File: src/sv/modexpinv_pkg.sv
// Shared constants for the modular power and inverse core.
`timescale 1ns / 1ps

package modexpinv_pkg;

  // Fixed prime modulus and its width.
  localparam int unsigned ModBits = 30;
  localparam logic [ModBits-1:0] PrimeMod = 30'd998244353;

  // Fermat exponent for the inverse: the prime minus two.
  localparam logic [ModBits-1:0] InvExp = PrimeMod - 30'd2;

  // Barrett factor floor(2^60 / p); it fits in 31 bits.
  localparam int unsigned MuBits = ModBits + 1;
  localparam logic [MuBits-1:0] BarrettMu =
    MuBits'((64'd1 << (2 * ModBits)) / 64'(PrimeMod));

  // Default number of exponent bits that are used in power mode.
  localparam int unsigned ExpBitsDefault = 63;

endpackage : modexpinv_pkg

File: src/sv/mod_exponent_inverse_core.sv
// Modular power and Fermat inverse modulo 998244353 with one shared multiplier.
`timescale 1ns / 1ps

// Channel   | Direction | Ports                            | Handshake
// ----------+-----------+----------------------------------+-------------------------------
// command   | in        | mode_i, base_i, exponent_i       | taken when start && !busy
// result    | out       | result_o                         | valid for one cycle on done_o
//
// Each item is worked right to left over the exponent bits. The sequencer runs one
// modular product at a time through a single 31 x 31 bit multiplier: the raw product
// (StMul), the Barrett quotient estimate (StEst) and the quotient times the prime (StQp)
// are formed in turn, and StRed subtracts and corrects. Each product follows the
// decision cycle (StSel), which also ends the item when no exponent bits are left.
// Reset clears the sequencer, the strobe and the result; the datapath registers are
// loaded when an item is taken. The block takes no new item while busy is high, and
// since the receiver cannot stall, the result leaves on done_o in the cycle after the
// decision cycle that finds no exponent bits left.

module mod_exponent_inverse_core #(
  parameter int unsigned EXP_BITS = modexpinv_pkg::ExpBitsDefault
) (
  input  logic                               clk_i,
  input  logic                               rst_ni,
  input  logic                               start,
  output logic                               busy,
  input  logic                               mode_i,
  input  logic [modexpinv_pkg::ModBits-1:0]  base_i,
  input  logic [EXP_BITS-1:0]                exponent_i,
  output logic                               done_o,
  output logic [modexpinv_pkg::ModBits-1:0]  result_o
);

  localparam int unsigned ModW = modexpinv_pkg::ModBits;
  localparam int unsigned MuW  = modexpinv_pkg::MuBits;
  localparam int unsigned ProdW = 2 * MuW;
  // The exponent register must hold both the user exponent and the Fermat exponent.
  localparam int unsigned ExpW = (EXP_BITS > ModW) ? EXP_BITS : ModW;

  typedef enum logic [2:0] {
    StIdle,
    StSel,
    StMul,
    StEst,
    StQp,
    StRed
  } state_e;

  state_e state_q;

  // Datapath registers.
  logic [ModW-1:0]  acc_q;
  logic [ModW-1:0]  sq_q;
  logic [ExpW-1:0]  e_q;
  logic             tgt_acc_q;
  logic [ProdW-1:0] mul_q;
  logic [31:0]      xlo_q;

  logic             accept;
  logic [ModW-1:0]  base_red;
  logic [MuW-1:0]   mul_a;
  logic [MuW-1:0]   mul_b;
  logic [ProdW-1:0] mul_prod;
  logic [31:0]      diff;
  logic [31:0]      diff_m1;
  logic [31:0]      diff_m2;
  logic [ModW-1:0]  red_val;

  assign busy   = (state_q != StIdle);
  assign accept = start && !busy;

  // The 30-bit base field stays below twice the prime, so one subtraction reduces it.
  assign base_red = (base_i >= modexpinv_pkg::PrimeMod) ?
                    (base_i - modexpinv_pkg::PrimeMod) : base_i;

  // Operand selection for the shared multiplier. In StMul it forms the raw product of
  // two residues, in StEst it scales the top bits of that product by the Barrett
  // factor, and in StQp it multiplies the quotient back by the prime.
  always_comb begin
    unique case (state_q)
      StMul: begin
        mul_a = {1'b0, (tgt_acc_q ? acc_q : sq_q)};
        mul_b = {1'b0, sq_q};
      end
      StEst: begin
        mul_a = mul_q[2*ModW-1:ModW-1];
        mul_b = modexpinv_pkg::BarrettMu;
      end
      StQp: begin
        mul_a = {1'b0, mul_q[2*MuW-2:MuW]};
        mul_b = {1'b0, modexpinv_pkg::PrimeMod};
      end
      default: begin
        mul_a = '0;
        mul_b = '0;
      end
    endcase
  end

  assign mul_prod = {{MuW{1'b0}}, mul_a} * {{MuW{1'b0}}, mul_b};

  // The Barrett quotient is low by at most two, so the true remainder is below three
  // times the prime and fits in 32 bits. Only the low 32 bits of both terms matter.
  assign diff    = xlo_q - mul_q[31:0];
  assign diff_m1 = diff - 32'(modexpinv_pkg::PrimeMod);
  assign diff_m2 = diff - 32'(2 * 64'(modexpinv_pkg::PrimeMod));

  always_comb begin
    priority if (diff >= 32'(2 * 64'(modexpinv_pkg::PrimeMod))) begin
      red_val = diff_m2[ModW-1:0];
    end else if (diff >= 32'(modexpinv_pkg::PrimeMod)) begin
      red_val = diff_m1[ModW-1:0];
    end else begin
      red_val = diff[ModW-1:0];
    end
  end

  // Sequencer with the registered result and strobe.
  always_ff @(posedge clk_i or negedge rst_ni) begin
    if (!rst_ni) begin
      state_q  <= StIdle;
      done_o   <= 1'b0;
      result_o <= '0;
    end else begin
      done_o <= 1'b0;
      unique case (state_q)
        StIdle: begin
          if (start) begin
            state_q <= StSel;
          end
        end
        StSel: begin
          if (e_q == '0) begin
            result_o <= acc_q;
            done_o   <= 1'b1;
            state_q  <= StIdle;
          end else begin
            state_q <= StMul;
          end
        end
        StMul: state_q <= StEst;
        StEst: state_q <= StQp;
        StQp:  state_q <= StRed;
        StRed: state_q <= StSel;
        default: state_q <= StIdle;
      endcase
    end
  end

  // Datapath. The decision cycle either folds the current square into the accumulator
  // for a set low bit, or squares and moves to the next exponent bit.
  always_ff @(posedge clk_i) begin
    if (accept) begin
      acc_q <= ModW'(1);
      sq_q  <= base_red;
      e_q   <= mode_i ? ExpW'(modexpinv_pkg::InvExp) : ExpW'(exponent_i);
    end
    if (state_q == StSel && e_q != '0) begin
      if (e_q[0]) begin
        tgt_acc_q <= 1'b1;
        e_q[0]    <= 1'b0;
      end else begin
        tgt_acc_q <= 1'b0;
        e_q       <= e_q >> 1;
      end
    end
    if (state_q == StMul || state_q == StEst || state_q == StQp) begin
      mul_q <= mul_prod;
    end
    if (state_q == StEst) begin
      xlo_q <= mul_q[31:0];
    end
    if (state_q == StRed) begin
      if (tgt_acc_q) begin
        acc_q <= red_val;
      end else begin
        sq_q <= red_val;
      end
    end
  end

  // A taken item makes the core busy in the next cycle.
  assert property (@(posedge clk_i) disable iff (!rst_ni) accept |=> busy)
    else $error("core not busy after taking an item");

  // While the strobe is high the core is already idle and free for a new item.
  assert property (@(posedge clk_i) disable iff (!rst_ni) done_o |-> !busy)
    else $error("result strobe while still busy");

  // The strobe lasts a single cycle.
  assert property (@(posedge clk_i) disable iff (!rst_ni) done_o |=> !done_o)
    else $error("result strobe held for more than one cycle");

  // The Barrett remainder before correction must lie below three times the prime.
  assert property (@(posedge clk_i) disable iff (!rst_ni)
                   (state_q == StRed) |-> (diff < 32'(3 * 64'(modexpinv_pkg::PrimeMod))))
    else $error("Barrett remainder out of range");

  // Every result is a reduced residue.
  assert property (@(posedge clk_i) disable iff (!rst_ni)
                   done_o |-> (result_o < modexpinv_pkg::PrimeMod))
    else $error("result not reduced");

endmodule : mod_exponent_inverse_core

File: config.mk
export PLATFORM = sky130hd
export DESIGN_NAME = mod_exponent_inverse_core
export DESIGN_NICKNAME = d
export VERILOG_FILES = /design/src/sv/modexpinv_pkg.sv /design/src/sv/mod_exponent_inverse_core.sv
export SDC_FILE = /design/constraint.sdc
export NUM_CORES = 2
export LEC_CHECK = 0
export ABC_AREA = 1
export BUFFER_PORTS_ARGS = -buffer_cell sky130_fd_sc_hd__buf_2
export CAP_MARGIN = 20
export CORE_MARGIN = 2
export CORE_UTILIZATION = 47
export CTS_CLUSTER_SIZE = 20
export DETAILED_ROUTE_END_ITERATION = 10
export PLACE_DENSITY = 0.68
export SLEW_MARGIN = 20
export SYNTH_ARGS = -nofsm -noshare
export SYNTH_HDL_FRONTEND = slang
export SYNTH_SLANG_ARGS = --single-unit
File: constraint.sdc
create_clock -name clk_i -period 8.35 [get_ports clk_i]
set_input_delay 0.835 -clock clk_i [delete_from_list [all_inputs] [get_ports clk_i]]
set_output_delay 0.835 -clock clk_i [all_outputs]
set_load 0.01 [all_outputs]
* Yosys cells after proc, flatten, opt, wreduce, memory -nomap -nowiden
Index checks and enable logic that the tools add are counted.
** Word-level totals
- Register bits :: 251
- Input port bits :: 97
- Output and inout bits :: 32
** Operators by class
- $add $sub $neg :: 4
- Multipliers :: 1
- Magnitude comparators :: 3
- Eq/ne operators :: 6
- Muxes and demuxes :: 23
- Reductions and logical operators :: 11
** Operator list (count)
- 30-bit 2-to-1 mux :: 10
- 63-bit 2-to-1 mux :: 3
- 31-bit case mux with 3 select lines :: 2
- 30-bit subtractor (second input constant) :: 3
- 63-bit logical NOT :: 1
- 63-bit nonzero test :: 1
- 62-bit 2-to-1 mux :: 1
- 31-bit by 31-bit multiplier with 61-bit output :: 1
- 32-bit by 30-bit >= comparator with 1-bit output (second input constant) :: 1
- 32-bit by 31-bit >= comparator with 1-bit output (second input constant) :: 1
- 32-bit subtractor :: 1
- 30-bit >= comparator (second input constant) :: 1
- 3-bit case mux with 6 select lines :: 1
- 3-bit by 2-bit equality test with 1-bit output (second input constant) :: 2
- 3-bit equality test (second input constant) :: 2
- 1-bit 2-to-1 mux :: 4
- 3-bit by 1-bit equality test with 1-bit output (second input constant) :: 1
- 3-bit logical NOT :: 1
- 3-bit 2-to-1 mux :: 1
- 3-bit nonzero test :: 1
- 1-bit logical AND :: 2
- 1-bit logical OR :: 2
- 2-bit 2-to-1 mux :: 1
- 2-bit != test (second input constant) :: 1
- 3 further kinds :: 3

* Logic depth before layout (Yosys ltp)
- Depth after elaboration :: 6
- Depth in mapped cells :: 39
- Mapped depth without buffers :: 37

* Worst setup path before layout
No wires, ideal clock.
- Kind :: register -> register
- Start point :: register state_q[2]
- End point :: register mul_q[57], data pin
- Library setup time :: 0.262 ns
- Arrival time :: 8.487 ns
- Required time :: 8.088 ns
- Setup slack :: -0.400 ns
- Cell stages (with the launch flop) :: 32
- Buffers on the path :: 2
- Clock period less this slack :: 8.750 ns
- Cells stage by stage :: dfrtp_1 -> inv_1 -> nand2_1 -> nor2_1 -> clkbuf_1 -> a21oi_1 -> inv_1 -> buf_1 -> nand2_1 -> fa_1 -> fa_1 -> inv_1 -> fa_1 -> fa_1 -> fa_1 -> fa_1 -> fa_1 -> inv_1 -> fa_1 -> inv_1 -> ha_1 -> a21o_1 -> a31oi_1 -> o21ai_0 -> a21oi_1 -> nand3_1 -> nand2_1 -> nand3_1 -> a21oi_1 -> o21ai_0 -> a21oi_1 -> xor2_1
** On the way
- Cells in the longest elaborated chain, start to end :: 3
- Elaborated cells on any way between the ends :: 6
- Those cells by class :: mul (1); eq/ne (3); mux (2)
** RTL lines
- start, declared :: line mod_exponent_inverse_core.sv:48 : state_e state_q;
- start signal, assigned :: line mod_exponent_inverse_core.sv:120 : state_q <= StIdle;
- start signal, assigned :: line mod_exponent_inverse_core.sv:128 : state_q <= StSel;
- start signal, assigned :: line mod_exponent_inverse_core.sv:135 : state_q <= StIdle;
- 3-bit equality test / 3-bit by 2-bit equality test with 1-bit output (equally long branches) :: line mod_exponent_inverse_core.sv:79 : unique case (state_q)
- 31-bit case mux with 3 select lines :: line mod_exponent_inverse_core.sv:79
- 31-bit by 31-bit multiplier with 61-bit output (*) :: line mod_exponent_inverse_core.sv:99 : assign mul_prod = {{MuW{1'b0}}, mul_a} * {{MuW{1'b0}}, mul_b};
- net mul_prod[57] :: line mod_exponent_inverse_core.sv:62 : logic [ProdW-1:0] mul_prod;
- end signal, assigned :: line mod_exponent_inverse_core.sv:167 : mul_q <= mul_prod;
- end, declared :: line mod_exponent_inverse_core.sv:55 : logic [ProdW-1:0] mul_q;
Mark *: on every way through the listed nets, which the timed path passes. The rest lies on a longest branch.
A chain may end at the register's enable or synchronous reset.

* Final worst setup path
- Start point :: register state_q[2]
- End point :: register mul_q[56], data pin
Same word-level chain as after synthesis.

==> metrics <==
status=finished, final reports clean; Post-DP Area=51310 um2; Total Nets Final=7528; Worst EP required=8.69 ns; Worst Tran Pin Value=1.046 ns; top cells by area, synth=fa_1, nand2_1, inv_1; Hold Violations, Final=0; Tmin final=8.293 ns; routability congestion estimate=1.008; Worst Clk Skew=0.01727 ns; Root Driver=clkbuf_16; post-synthesis register bit count=251; Routed WL=157800 um; synth unique cells=58; post-layout util=55.04%; fin area=53150 um2; Post-synth EDFFs=95; Sink Count=251; Final Setup Violations=0; Synth Flop Type=dfxtp_1; Synth area leader=fa_1; Final Cycle Share=99.32%; RSZ-0062 raised after global routing=true; die outline height=315.8 um; final slew viol count=0; crit end category=register; Fill cells=8929; Routed Antenna Nets=0; most frequent CP cell=fa_1; detailed-route DRC error count=0; Setup crit start=state_q[2]$_DFFE_PN0P_; Mean Syn Cell Area=7.780 um2; vias in the first global route=40972; via density per instance=5.361; share of layout cells above drive strength 1=14.39%; post-synthesis sequential area ratio=13.45%; FF-to-FF path depth=37; Syn Inst Count=5872; Worst Path Max Fanout=10; delay-heaviest family, CP=adder cells; Worst Path Arrival=8.63 ns; post-route insts no fill=7606; FF-to-FF End=mul_q[56]$_DFFE_PP_; setup tns final=0 ns; # IOs=129; worst setup path end=mul_q[56]$_DFFE_PP_; Worst path depth=37; core area=96570 um2; vias=40777; global-route wire length before repair=238700 um; WP buf/inv=14; worst rel slew slack=30.19%; DP HPWL=133600 um; WL/cell=20.75 um; area growth from synthesis to layout=16.34%; Post-Syn Area=45680 um2; largest net degree at the start of global routing=120; CP max stage cell=fa_1; Ys Warns=0; Worst-path clk slew=0.07 ns; fmax=120.6 MHz; worst reg2reg path startpoint=state_q[2]$_DFFE_PN0P_; initial antenna violation count=5; Num CTS Buffers=25; row count=114; Crit Path Class=register to register; Yosys top cell area share=36.68%; H-tree levels=1; ys async rst share=13.55%; GR Overflow Total=0; DP Cell Count=7527; DIE AREA=99710 um2; GRT Total Usage=31.70%; drt first-iter violations=3814; Clock Path Buffers=3; Max Cap Viol=0; Min-Delay Path Class=input port to async pin; clock latency on the worst-skew pair=0.58 ns; PortBufs=128; DRT Pass-1 Iters=6; critical path startpoint category=register; Crit path largest cell delay=0.57 ns; die width=315.8 um; Reg2Reg Setup Slack=0.06 ns; CTS tree=built; Starting Density=47.31%
-- layout by cell type (no fill, tap or decap), drive strengths merged, types with 36 or more instances in the layout --
cell / n
xor2: 84
ha: 287
nand3: 124
edfxtp: 95
xnor2: 36
nor2: 801
buf: 602
a21oi: 154
o21ai: 238
inv: 1211
dfxtp: 122
a31oi: 47
nor3: 39
fa: 837
nand2: 1357
-- repair_timing --
| item | 4_1_cts | 5_1_grt |
|---|---|---|
| setup buffers | 1 | 25 |
| gates resized for setup | 25 | 179 |
| hold endpoints to repair | 0 | 0 |
| cloned | 0 | 3 |
| hold buffers | 0 | 0 |
| pin swaps | 1 | 39 |
| endpoints found under the setup margin | 13 | 26 |
-- state kept, by name, summed over array words and instances (netlist names) --
name,cells
tgt_acc_q,1
mul_q,61
e_q,63
done_o,1
result_o,30
xlo_q,32
sq_q,30
acc_q,30
state_q,3
-- per-layer routing --
layer | vias to the layer above | GRT usage (%) | share of wire (%)
li1 | 18474 | - | -
met1 | 19907 | 41.62 | 39
met2 | 2011 | 51.59 | 46
met3 | 385 | 6.657 | 10
met4 | 0 | 12.15 | 4.7
met5 | - | 0 | 0
-- Yosys cell counts, types with 84 or more instances --
cell type and count:
nand2_1 1341, inv_1 1201, fa_1 837, nor2_1 788, ha_1 287, o21ai_0 226, clkbuf_1 184, a21oi_1 154
dfxtp_1 122, nand3_1 120, edfxtp_1 95, xor2_1 84
-- cell type report --
cell class	instances	area (um2)	area share [%]
Multi-Input combinational cell	4200	35000	65.86
Sequential cell	251	6148	11.57
Timing Repair Buffer	604	4965	9.342
Inverter	1225	4631	8.713
Tap cell	1276	1597	3.004
Clock buffer	26	629.4	1.184
Clock inverter	20	163.9	0.3084
Antenna cell	4	10.01	0.01883
-- worst min path at each step --
stage / from / endpoint / slack [ns] / depth (start not counted)
floorplan: mul_q[10]$_DFFE_PP_ / xlo_q[10]$_DFFE_PN_ / 0.43 / 0
global placement: mul_q[21]$_DFFE_PP_ / xlo_q[21]$_DFFE_PN_ / 0.43 / 0
detailed placement: mul_q[28]$_DFFE_PP_ / xlo_q[28]$_DFFE_PN_ / 0.44 / 0
CTS: rst_ni / result_o[28]$_DFFE_PN0P_ / 0.34 / 1
global route: rst_ni / state_q[2]$_DFFE_PN0P_ / 0.37 / 1
finish: rst_ni / result_o[28]$_DFFE_PN0P_ / 0.33 / 1
-- kinds of logic after synthesis --
kind of cell,Yosys count,synth area share [%]
buffers and inverters,1438,11.91
muxes,30,0.7395
other,2,0.01644
and+or+nand+nor,2392,20.77
adders and majority gates,1124,44.54
DFF,251,13.45
AOI/OAI and AO/OA,515,6.234
xor gates and xnor gates,120,2.334
-- per-stage QoR --
| step | hold slack, ns | setup WS, ns |
|---|---|---|
| finish | 0.3259 | 0.05706 |
| global route | 0.3729 | -0.2511 |
| CTS | 0.3372 | -0.01311 |
| detailed placement | 0.4355 | -0.3212 |
| global placement | 0.4330 | -0.2673 |
| floorplan | 0.4264 | 0.2169 |
Power is not shown: default switching activity piles up to over one toggle a cycle in this logic, so the estimate is an artifact.
